===== src/rtl/core/ffsa_pkg.sv =====
// Shared types, sizes and codes of the first-fit segment allocator.
package ffsa_pkg;

  localparam int USED_SLOTS = 16;
  localparam int HOLE_SLOTS = USED_SLOTS + 1;
  localparam int ADDR_BITS  = 16;
  localparam int OWNER_BITS = 8;

  localparam int HIDX_W = $clog2(HOLE_SLOTS);
  localparam int HCNT_W = $clog2(HOLE_SLOTS + 1);
  localparam int UIDX_W = $clog2(USED_SLOTS);
  localparam int UCNT_W = $clog2(USED_SLOTS + 1);

  // Command codes.
  localparam logic [1:0] CMD_INIT  = 2'd0;
  localparam logic [1:0] CMD_ALLOC = 2'd1;
  localparam logic [1:0] CMD_FREE  = 2'd2;

  // Status codes.
  localparam logic [2:0] ST_OK       = 3'd0;
  localparam logic [2:0] ST_NO_FIT   = 3'd1;
  localparam logic [2:0] ST_NO_OWNER = 3'd2;
  localparam logic [2:0] ST_ZERO     = 3'd3;
  localparam logic [2:0] ST_FULL     = 3'd4;

  // Configuration register indexes.
  localparam logic CFG_SIZE = 1'b0;
  localparam logic CFG_BASE = 1'b1;

  typedef struct packed {
    logic [ADDR_BITS-1:0] base;
    logic [ADDR_BITS-1:0] len;
  } hole_t;

  typedef struct packed {
    logic [OWNER_BITS-1:0] owner;
    logic [ADDR_BITS-1:0]  base;
    logic [ADDR_BITS-1:0]  len;
  } used_t;

  typedef struct packed {
    logic [ADDR_BITS-1:0] free_total;
    logic [ADDR_BITS-1:0] region_size;
    logic [ADDR_BITS-1:0] region_base;
    logic [2:0]           status;
  } result_t;

endpackage


===== src/rtl/core/ffsa_ram.sv =====
// Generic single-write, single-read memory with registered read data.
module ffsa_ram #(
  parameter int WIDTH = 32,
  parameter int DEPTH = 16,
  parameter int AW    = $clog2(DEPTH)
) (
  input  logic             clk_i,
  input  logic             we_i,
  input  logic [AW-1:0]    waddr_i,
  input  logic [WIDTH-1:0] wdata_i,
  input  logic [AW-1:0]    raddr_i,
  output logic [WIDTH-1:0] rdata_o
);

  logic [WIDTH-1:0] mem [DEPTH];

  // Write port.
  always_ff @(posedge clk_i) begin
    if (we_i) begin
      mem[waddr_i] <= wdata_i;
    end
  end

  // Read port with registered read data.
  always_ff @(posedge clk_i) begin
    rdata_o <= mem[raddr_i];
  end

endmodule


===== src/rtl/core/ffsa_ctrl.sv =====
// Sequencer that scans, shifts and rewrites the hole and used tables.
module ffsa_ctrl (
  input  logic                             clk_i,
  input  logic                             rst_ni,
  input  logic                             start_i,
  input  logic [1:0]                       cmd_i,
  input  logic [ffsa_pkg::ADDR_BITS-1:0]   req_size_i,
  input  logic [ffsa_pkg::OWNER_BITS-1:0]  owner_id_i,
  input  logic [ffsa_pkg::ADDR_BITS-1:0]   cfg_size_i,
  input  logic [ffsa_pkg::ADDR_BITS-1:0]   cfg_base_i,
  output logic                             idle_o,
  output logic                             res_valid_o,
  input  logic                             res_ready_i,
  output ffsa_pkg::result_t                res_o
);
  import ffsa_pkg::*;

  typedef enum logic [4:0] {
    S_IDLE, S_AS_RD, S_AS_CHK, S_UI_RD, S_UI_CHK, S_UI_PUT,
    S_FS_RD, S_FS_CHK, S_UR_RD, S_UR_WR, S_CO_RD, S_CO_CHK,
    S_HI_RD, S_HI_CHK, S_HI_PUT, S_HR_RD, S_HR_WR, S_DONE
  } state_e;

  state_e state_q, state_d, ret_q, ret_d;
  logic [HCNT_W-1:0] hcnt_q, hcnt_d, i_q, i_d, k_q, k_d;
  logic [UCNT_W-1:0] ucnt_q, ucnt_d, uk_q, uk_d;
  logic [ADDR_BITS-1:0] fsum_q, fsum_d, rb_q, rb_d, rs_q, rs_d, nb_q, nb_d, nl_q, nl_d;
  logic [OWNER_BITS-1:0] owner_q, owner_d;
  logic [2:0] st_q, st_d;
  logic below_q, below_d, above_q, above_d;
  logic h0rst_q, h0rst_d, hrd0_q;

  // Memory ports.
  logic              h_we;
  logic [HIDX_W-1:0] h_waddr, h_raddr;
  hole_t             h_wdata, h_rdata, hd;
  logic              u_we;
  logic [UIDX_W-1:0] u_waddr, u_raddr;
  used_t             u_wdata, ud;

  // Init and coalescing arithmetic.
  logic [ADDR_BITS:0]   span;
  logic [ADDR_BITS-1:0] init_len;
  logic [ADDR_BITS:0]   rel_end, hole_end;

  ffsa_ram #(.WIDTH($bits(hole_t)), .DEPTH(HOLE_SLOTS)) u_hole_ram (
    .clk_i   (clk_i),
    .we_i    (h_we),
    .waddr_i (h_waddr),
    .wdata_i (h_wdata),
    .raddr_i (h_raddr),
    .rdata_o (h_rdata)
  );

  ffsa_ram #(.WIDTH($bits(used_t)), .DEPTH(USED_SLOTS)) u_used_ram (
    .clk_i   (clk_i),
    .we_i    (u_we),
    .waddr_i (u_waddr),
    .wdata_i (u_wdata),
    .raddr_i (u_raddr),
    .rdata_o (ud)
  );

  // Hole entry 0 reads as its reset value until it is first written.
  always_comb begin
    hd = h_rdata;
    if (hrd0_q && h0rst_q) begin
      hd.base = '0;
      hd.len  = {ADDR_BITS{1'b1}};
    end
  end

  assign span     = (ADDR_BITS+1)'(1) << ADDR_BITS;
  assign init_len = ({1'b0, cfg_size_i} < (span - {1'b0, cfg_base_i})) ? cfg_size_i
                    : ADDR_BITS'(span - {1'b0, cfg_base_i});
  assign rel_end  = {1'b0, rb_q} + {1'b0, rs_q};
  assign hole_end = {1'b0, hd.base} + {1'b0, hd.len};

  // Next-state and memory control.
  always_comb begin
    state_d = state_q; ret_d = ret_q;
    hcnt_d = hcnt_q; ucnt_d = ucnt_q; i_d = i_q; k_d = k_q; uk_d = uk_q;
    fsum_d = fsum_q; rb_d = rb_q; rs_d = rs_q; nb_d = nb_q; nl_d = nl_q;
    owner_d = owner_q; st_d = st_q; below_d = below_q; above_d = above_q;
    h0rst_d = h0rst_q;
    h_we = 1'b0; h_waddr = '0; h_wdata = '0; h_raddr = '0;
    u_we = 1'b0; u_waddr = '0; u_wdata = '0; u_raddr = '0;

    case (state_q)
      S_IDLE: begin
        if (start_i) begin
          owner_d = owner_id_i;
          rs_d    = '0;
          rb_d    = '0;
          st_d    = ST_OK;
          i_d     = '0;
          state_d = S_DONE;
          case (cmd_i)
            CMD_INIT: begin
              h_we    = 1'b1;
              h_waddr = '0;
              h_wdata = '{base: cfg_base_i, len: init_len};
              hcnt_d  = (init_len != '0) ? HCNT_W'(1) : '0;
              ucnt_d  = '0;
              fsum_d  = init_len;
              rb_d    = cfg_base_i;
              rs_d    = init_len;
            end
            CMD_ALLOC: begin
              rs_d = req_size_i;
              if (req_size_i == '0) begin
                st_d = ST_ZERO;
                rs_d = '0;
              end else if (ucnt_q >= UCNT_W'(USED_SLOTS)) begin
                st_d = ST_FULL;
                rs_d = '0;
              end else begin
                state_d = S_AS_RD;
              end
            end
            CMD_FREE: state_d = S_FS_RD;
            default:  state_d = S_DONE;
          endcase
        end
      end

      // First-fit search over the holes; rs_q holds the request.
      S_AS_RD: begin
        if (i_q < hcnt_q) begin
          h_raddr = i_q[HIDX_W-1:0];
          state_d = S_AS_CHK;
        end else begin
          st_d    = ST_NO_FIT;
          rs_d    = '0;
          state_d = S_DONE;
        end
      end
      S_AS_CHK: begin
        if (hd.len >= rs_q) begin
          rb_d = hd.base;
          uk_d = ucnt_q;
          if (hd.len == rs_q) begin
            k_d     = i_q;
            ret_d   = S_UI_RD;
            state_d = S_HR_RD;
          end else begin
            h_we    = 1'b1;
            h_waddr = i_q[HIDX_W-1:0];
            h_wdata = '{base: hd.base + rs_q, len: hd.len - rs_q};
            state_d = S_UI_RD;
          end
        end else begin
          i_d     = i_q + 1'b1;
          state_d = S_AS_RD;
        end
      end

      // Sorted insert into the used table.
      S_UI_RD: begin
        if (uk_q != '0) begin
          u_raddr = UIDX_W'(uk_q - 1'b1);
          state_d = S_UI_CHK;
        end else begin
          state_d = S_UI_PUT;
        end
      end
      S_UI_CHK: begin
        if (ud.base >= rb_q) begin
          u_we    = 1'b1;
          u_waddr = uk_q[UIDX_W-1:0];
          u_wdata = ud;
          uk_d    = uk_q - 1'b1;
          state_d = S_UI_RD;
        end else begin
          state_d = S_UI_PUT;
        end
      end
      S_UI_PUT: begin
        u_we    = 1'b1;
        u_waddr = uk_q[UIDX_W-1:0];
        u_wdata = '{owner: owner_q, base: rb_q, len: rs_q};
        ucnt_d  = ucnt_q + 1'b1;
        fsum_d  = fsum_q - rs_q;
        state_d = S_DONE;
      end

      // Search the used table for the owner.
      S_FS_RD: begin
        if (UCNT_W'(i_q) < ucnt_q) begin
          u_raddr = i_q[UIDX_W-1:0];
          state_d = S_FS_CHK;
        end else begin
          st_d    = ST_NO_OWNER;
          state_d = S_DONE;
        end
      end
      S_FS_CHK: begin
        if (ud.owner == owner_q) begin
          rb_d    = ud.base;
          rs_d    = ud.len;
          uk_d    = UCNT_W'(i_q);
          state_d = S_UR_RD;
        end else begin
          i_d     = i_q + 1'b1;
          state_d = S_FS_RD;
        end
      end

      // Close the gap in the used table.
      S_UR_RD: begin
        if (UCNT_W'(uk_q + 1'b1) < ucnt_q) begin
          u_raddr = UIDX_W'(uk_q + 1'b1);
          state_d = S_UR_WR;
        end else begin
          ucnt_d  = ucnt_q - 1'b1;
          fsum_d  = fsum_q + rs_q;
          nb_d    = rb_q;
          nl_d    = rs_q;
          below_d = 1'b0;
          above_d = 1'b0;
          i_d     = '0;
          state_d = S_CO_RD;
        end
      end
      S_UR_WR: begin
        u_we    = 1'b1;
        u_waddr = uk_q[UIDX_W-1:0];
        u_wdata = ud;
        uk_d    = uk_q + 1'b1;
        state_d = S_UR_RD;
      end

      // Find and remove the neighbor holes below and above.
      S_CO_RD: begin
        if ((i_q < hcnt_q) && !(below_q && above_q)) begin
          h_raddr = i_q[HIDX_W-1:0];
          state_d = S_CO_CHK;
        end else if (hcnt_q >= HCNT_W'(HOLE_SLOTS)) begin
          state_d = S_DONE;
        end else begin
          k_d     = hcnt_q;
          state_d = S_HI_RD;
        end
      end
      S_CO_CHK: begin
        if (!below_q && (hole_end == {1'b0, rb_q})) begin
          below_d = 1'b1;
          nb_d    = hd.base;
          nl_d    = nl_q + hd.len;
          k_d     = i_q;
          ret_d   = S_CO_RD;
          state_d = S_HR_RD;
        end else if (!above_q && ({1'b0, hd.base} == rel_end)) begin
          above_d = 1'b1;
          nl_d    = nl_q + hd.len;
          k_d     = i_q;
          ret_d   = S_CO_RD;
          state_d = S_HR_RD;
        end else begin
          i_d     = i_q + 1'b1;
          state_d = S_CO_RD;
        end
      end

      // Sorted insert of the merged hole.
      S_HI_RD: begin
        if (k_q != '0) begin
          h_raddr = HIDX_W'(k_q - 1'b1);
          state_d = S_HI_CHK;
        end else begin
          state_d = S_HI_PUT;
        end
      end
      S_HI_CHK: begin
        if (hd.base >= nb_q) begin
          h_we    = 1'b1;
          h_waddr = k_q[HIDX_W-1:0];
          h_wdata = hd;
          k_d     = k_q - 1'b1;
          state_d = S_HI_RD;
        end else begin
          state_d = S_HI_PUT;
        end
      end
      S_HI_PUT: begin
        h_we    = 1'b1;
        h_waddr = k_q[HIDX_W-1:0];
        h_wdata = '{base: nb_q, len: nl_q};
        hcnt_d  = hcnt_q + 1'b1;
        state_d = S_DONE;
      end

      // Remove hole k by shifting the rest down, then return.
      S_HR_RD: begin
        if (HCNT_W'(k_q + 1'b1) < hcnt_q) begin
          h_raddr = HIDX_W'(k_q + 1'b1);
          state_d = S_HR_WR;
        end else begin
          hcnt_d  = hcnt_q - 1'b1;
          state_d = ret_q;
        end
      end
      S_HR_WR: begin
        h_we    = 1'b1;
        h_waddr = k_q[HIDX_W-1:0];
        h_wdata = hd;
        k_d     = k_q + 1'b1;
        state_d = S_HR_RD;
      end

      S_DONE: begin
        if (res_ready_i) begin
          state_d = S_IDLE;
        end
      end

      default: state_d = S_IDLE;
    endcase

    if (h_we && (h_waddr == '0)) begin
      h0rst_d = 1'b0;
    end
  end

  // State and counters.
  always_ff @(posedge clk_i or negedge rst_ni) begin
    if (!rst_ni) begin
      state_q <= S_IDLE;
      ret_q   <= S_IDLE;
      hcnt_q  <= HCNT_W'(1);
      ucnt_q  <= '0;
      fsum_q  <= {ADDR_BITS{1'b1}};
      h0rst_q <= 1'b1;
      hrd0_q  <= 1'b0;
      i_q     <= '0;
      k_q     <= '0;
      uk_q    <= '0;
      below_q <= 1'b0;
      above_q <= 1'b0;
      st_q    <= ST_OK;
    end else begin
      state_q <= state_d;
      ret_q   <= ret_d;
      hcnt_q  <= hcnt_d;
      ucnt_q  <= ucnt_d;
      fsum_q  <= fsum_d;
      h0rst_q <= h0rst_d;
      hrd0_q  <= (h_raddr == '0);
      i_q     <= i_d;
      k_q     <= k_d;
      uk_q    <= uk_d;
      below_q <= below_d;
      above_q <= above_d;
      st_q    <= st_d;
    end
  end

  // Payload registers.
  always_ff @(posedge clk_i) begin
    rb_q    <= rb_d;
    rs_q    <= rs_d;
    nb_q    <= nb_d;
    nl_q    <= nl_d;
    owner_q <= owner_d;
  end

  assign idle_o      = (state_q == S_IDLE);
  assign res_valid_o = (state_q == S_DONE);
  assign res_o       = '{free_total: fsum_q, region_size: rs_q,
                         region_base: rb_q, status: st_q};

endmodule


===== src/rtl/core/first_fit_segment_allocator.sv =====
// First-fit segment allocator: stream ports, config registers, result register.
// Init writes hole 0 and goes straight to its result; allocate and free scan or shift the
// tables one entry at a time, so their run time grows with the number of entries visited.
// One request is in work at a time; the next is taken while a result waits.
// The hole and used memories each have a single registered read port.
// Reset leaves one hole of 65535 at address 0, an empty used table, config 65535/0.
module first_fit_segment_allocator (
  input  logic        clk_i,
  input  logic        rst_ni,
  input  logic        s_axis_tvalid,
  output logic        s_axis_tready,
  input  logic [31:0] s_axis_tdata,   // cmd[1:0], req_size[17:2], owner_id[25:18]
  output logic        m_axis_tvalid,
  input  logic        m_axis_tready,
  output logic [55:0] m_axis_tdata,   // status[2:0], region_base[18:3],
                                      // region_size[34:19], free_total[50:35]
  input  logic        cfg_we_i,
  input  logic        cfg_idx_i,
  input  logic [15:0] cfg_wdata_i
);
  import ffsa_pkg::*;

  logic [ADDR_BITS-1:0] mem_size_q, mem_base_q;
  logic                 idle, res_valid, res_ready, out_valid_q;
  result_t              res, out_q;

  // Configuration registers.
  always_ff @(posedge clk_i or negedge rst_ni) begin
    if (!rst_ni) begin
      mem_size_q <= {ADDR_BITS{1'b1}};
      mem_base_q <= '0;
    end else if (cfg_we_i) begin
      case (cfg_idx_i)
        CFG_SIZE: mem_size_q <= cfg_wdata_i;
        CFG_BASE: mem_base_q <= cfg_wdata_i;
        default:  mem_size_q <= mem_size_q;
      endcase
    end
  end

  assign s_axis_tready = idle;

  ffsa_ctrl u_ctrl (
    .clk_i       (clk_i),
    .rst_ni      (rst_ni),
    .start_i     (s_axis_tvalid && idle),
    .cmd_i       (s_axis_tdata[1:0]),
    .req_size_i  (s_axis_tdata[17:2]),
    .owner_id_i  (s_axis_tdata[25:18]),
    .cfg_size_i  (mem_size_q),
    .cfg_base_i  (mem_base_q),
    .idle_o      (idle),
    .res_valid_o (res_valid),
    .res_ready_i (res_ready),
    .res_o       (res)
  );

  // Output register.
  assign res_ready = !out_valid_q || m_axis_tready;

  always_ff @(posedge clk_i or negedge rst_ni) begin
    if (!rst_ni) begin
      out_valid_q <= 1'b0;
    end else if (res_ready) begin
      out_valid_q <= res_valid;
    end
  end

  always_ff @(posedge clk_i) begin
    if (res_ready && res_valid) begin
      out_q <= res;
    end
  end

  assign m_axis_tvalid = out_valid_q;
  assign m_axis_tdata  = {5'd0, out_q};

endmodule

===== config.mk =====
export PLATFORM = sky130hd
export DESIGN_NAME = first_fit_segment_allocator
export DESIGN_NICKNAME = d
export VERILOG_FILES = /design/src/rtl/core/ffsa_pkg.sv /design/src/rtl/core/ffsa_ram.sv /design/src/rtl/core/ffsa_ctrl.sv /design/src/rtl/core/first_fit_segment_allocator.sv
export SDC_FILE = /design/constraint.sdc
export NUM_CORES = 2
export LEC_CHECK = 0
export BUFFER_PORTS_ARGS = -buffer_cell sky130_fd_sc_hd__buf_2
export CORE_AREA = 2 2 323 325
export DETAILED_ROUTE_END_ITERATION = 16
export DIE_AREA = 0 0 325 327
export PLACE_DENSITY = 0.88
export SYNTH_ARGS = -nofsm -noshare
export SYNTH_HDL_FRONTEND = slang
export SYNTH_SLANG_ARGS = --single-unit

===== constraint.sdc =====
create_clock -name clk_i -period 21.4 [get_ports clk_i]
set_input_delay 5.35 -clock clk_i [delete_from_list [all_inputs] [get_ports clk_i]]
set_output_delay 5.35 -clock clk_i [all_outputs]
set_load 0.01 [all_outputs]

==> metrics.yaml <==
wirelength_um: 198000
ys_seq_area_share_pct: 64.7
ios: 112
rows: 118
grt_setup_unrepaired: "no"
final.min_clock_period_ns: 8.07
die_w_um: 325
crit_arrival_ns: 2.72
grt_max_degree: 228
p_per_area_nw_per_um2: 137
cts_htree_levels: 4
p_leak_uw: 0.0265
cts_max_path_buffers: 3
gp_congestion: 1.04
antenna_left: 0
drcViolationCount: 0
start_util_pct: 64.6
post-cts-setup-buffers: 0
synth_edf_count: 1307
fin_skew_ns: 0.0458
path_clk_slew_ns: 0.07
synth.cell_area_um2: 66400
cts_tree: "done"
hp-class: "flop to flop"
hold_viol_final: 0
via_per_inst: 6.92
dpl.hpwl_um: 116000
synth_top_cell_area_share_pct: 59.1
synth-seq-cells: 1468
synthDistinctLibCells: 100
tightestPinTransition_ns: 1.38
cp-start-kind: "flop"
r2r_start: "u_ctrl.h0rst_q"
dr.pass1.iters: 8
status: "finished clean"
insertion_delay_ns: 0.78
ir_worst_vdd_mv: 0.104
path_class: "flop to output port"
ctsResizeCount: 0
synth-main-ff-cell: "edfxtp_1"
grt_usage_pct: 36.7
maxCapViolations: 0
grt_pass1_wl_um: 290000
max_slew_margin_pct: 7.77
maxSlewViolCount: 0
postCtsHoldBufs: 0
wl_per_cell_um: 28.2
cp.required_ns: 16.05
worstHoldStart: "u_ctrl.u_hole_ram.mem[16][18]"
fin_cells: 7034
synth.most_common_cell: "edfxtp_1"
finalSetupTns_ns: 0
die_h_um: 327
worst_slack_ns: 13.33
synth_cells: 5492
yosys_warnings: 0
crit_fanout: 17
fin_nets: 5737
vias: 48700
dp_slack_ns: 12.94
dp_cells: 6765
drt_iter0_drc: 8000
grt_pass1_vias: 47100
synth.area.top_cells: "edfxtp_1 59%, nand2_1 6.0%, ha_1 2.7%"
drive_above_1_share_pct: 10.7
coreArea_um2: 103000
grt-ovfl-total: 0
synth_top_area_cell: "edfxtp_1"
crit_path_end_kind: "output port"
async_reset_ff_share_pct: 6.06
root_buffer: "clkbuf_16"
area_growth_pct: 10.9
antenna_found_initial: 12
fin_crit_sh_pct: 37.7
crit_path_start: "u_ctrl.state_q[3]"
numCtsBuffers: 145
die_area_um2: 106000
cts.sink_count: 1468
clock.fmax_ghz: 0.124
setup_viol: 0
placement.io_buffers: 100
syn_area_per_cell_um2: 12.1
ys_top_cells_by_count: "1307 x edfxtp_1, 1058 x nand2_1, 276 x clkbuf_1, 230 x o21ai_0, 213 x a21oi_1"
cells in the final DEF, fill, tap and decap left out, drive strengths merged, types with 16 or more instances in the layout:
cell and instances:
a311oi 169, clkinv 46, a22o 17, o211ai 38, dfxtp 72, nor2b 21
nor2 199, ha 145, a21o 53, and2 178, nand2 1061, nor3 45
dfrtp 55, clkbuf 190, o22ai 18, a32oi 25, a31oi 117, dfstp 34
o21bai 16, nand3 86, edfxtp 1307, xor2 41, mux2i 39, and3 118
buf 239, a211oi 210, or3 16, o21ai 240, mux2 38, a221o 29
nand2b 39, a22oi 29, nand4 24, a21oi 215, inv 136, xnor2 122
registers in the layout, summed over array words and instances, names as in the netlist, 8 cells and up:
register and count:
u_ctrl.rs_q 16, u_ctrl.nb_q 16, u_ctrl.fsum_q 16, u_ctrl.u_hole_ram.mem 544, u_ctrl.nl_q 16, mem_base_q 16, u_ctrl.rb_q 16, m_axis_tdata 51
u_ctrl.owner_q 8, mem_size_q 16, u_ctrl.u_hole_ram.rdata_o 32, u_ctrl.u_used_ram.rdata_o 40, u_ctrl.u_used_ram.mem 640
per-stage QoR:
stage / power, uW / util [%] / cell area [um2] / hold slack [ns]
2_1_floorplan: 6200 / - / 66400 / 0.425
3_3_place_gp: 7250 / 66.9 / 68800 / 0.438
3_5_place_dp: 7360 / 66.9 / 68800 / 0.454
4_1_cts: 9940 / 71.6 / 73700 / 0.465
5_1_grt: 10400 / 71.6 / 73700 / 0.480
6_report: 10100 / 71.6 / 73700 / 0.464
worst paths after layout:
kind                                                       to  slack (ns)  cells after the start
max in group asynchronous                       u_ctrl.k_q[2]       15.62                      2
worst min register to register  u_ctrl.u_hole_ram.rdata_o[18]        0.46                      2
min in group asynchronous                       mem_base_q[1]        4.59                      1
worst max register to register   u_ctrl.u_hole_ram.mem[14][7]       15.22                     19
worst min-delay path            u_ctrl.u_hole_ram.rdata_o[18]        0.46                      2
worst max-delay path                            s_axis_tready       13.33                      4
where the power goes:
group          total (uW)  switching, uW  internal (uW)
sequential           4020            384           3630
clock                2580           1100           1470
combinational        3490           2290           1200
critical path, cell delays in order (launching register included):
cell and delay [ns]:
dfrtp_1 0.61, or3_1 0.46, or3_1 0.35, inv_1 0.33
buf_2 0.22
cell type report:
class | count | area [um2]
antenna | 8 | 20.0
timing repair buffer | 239 | 1600
inverter | 127 | 477
clock inverter | 71 | 812
tap | 1380 | 1730
multi-input combinational | 3551 | 22100
sequential | 1468 | 43000
fill | 6403 | 29200
clock buffer | 190 | 4000
kinds of logic after synthesis:
| logic type | count (synthesis) | share of synthesized area, % |
|---|---|---|
| other | 1 | 0.00564 |
| xor gates and xnor gates | 163 | 2.15 |
| muxes | 77 | 1.25 |
| and+or+nand+nor | 1840 | 12.5 |
| DFF | 1468 | 64.7 |
| AOI/OAI and AO/OA | 1305 | 13.6 |
| buffers and inverters | 477 | 2.80 |
| adders and majority gates | 161 | 3.07 |
metal layers:
metal,vias to the layer above,GRT usage (%),routed length (um)
met4,6,20.1,12300
li1,20600,-,-
met1,23400,46.7,68200
met5,-,0,44
met3,767,10.8,27000
met2,3878,57.4,90600
(Power assumes the default switching activity.)
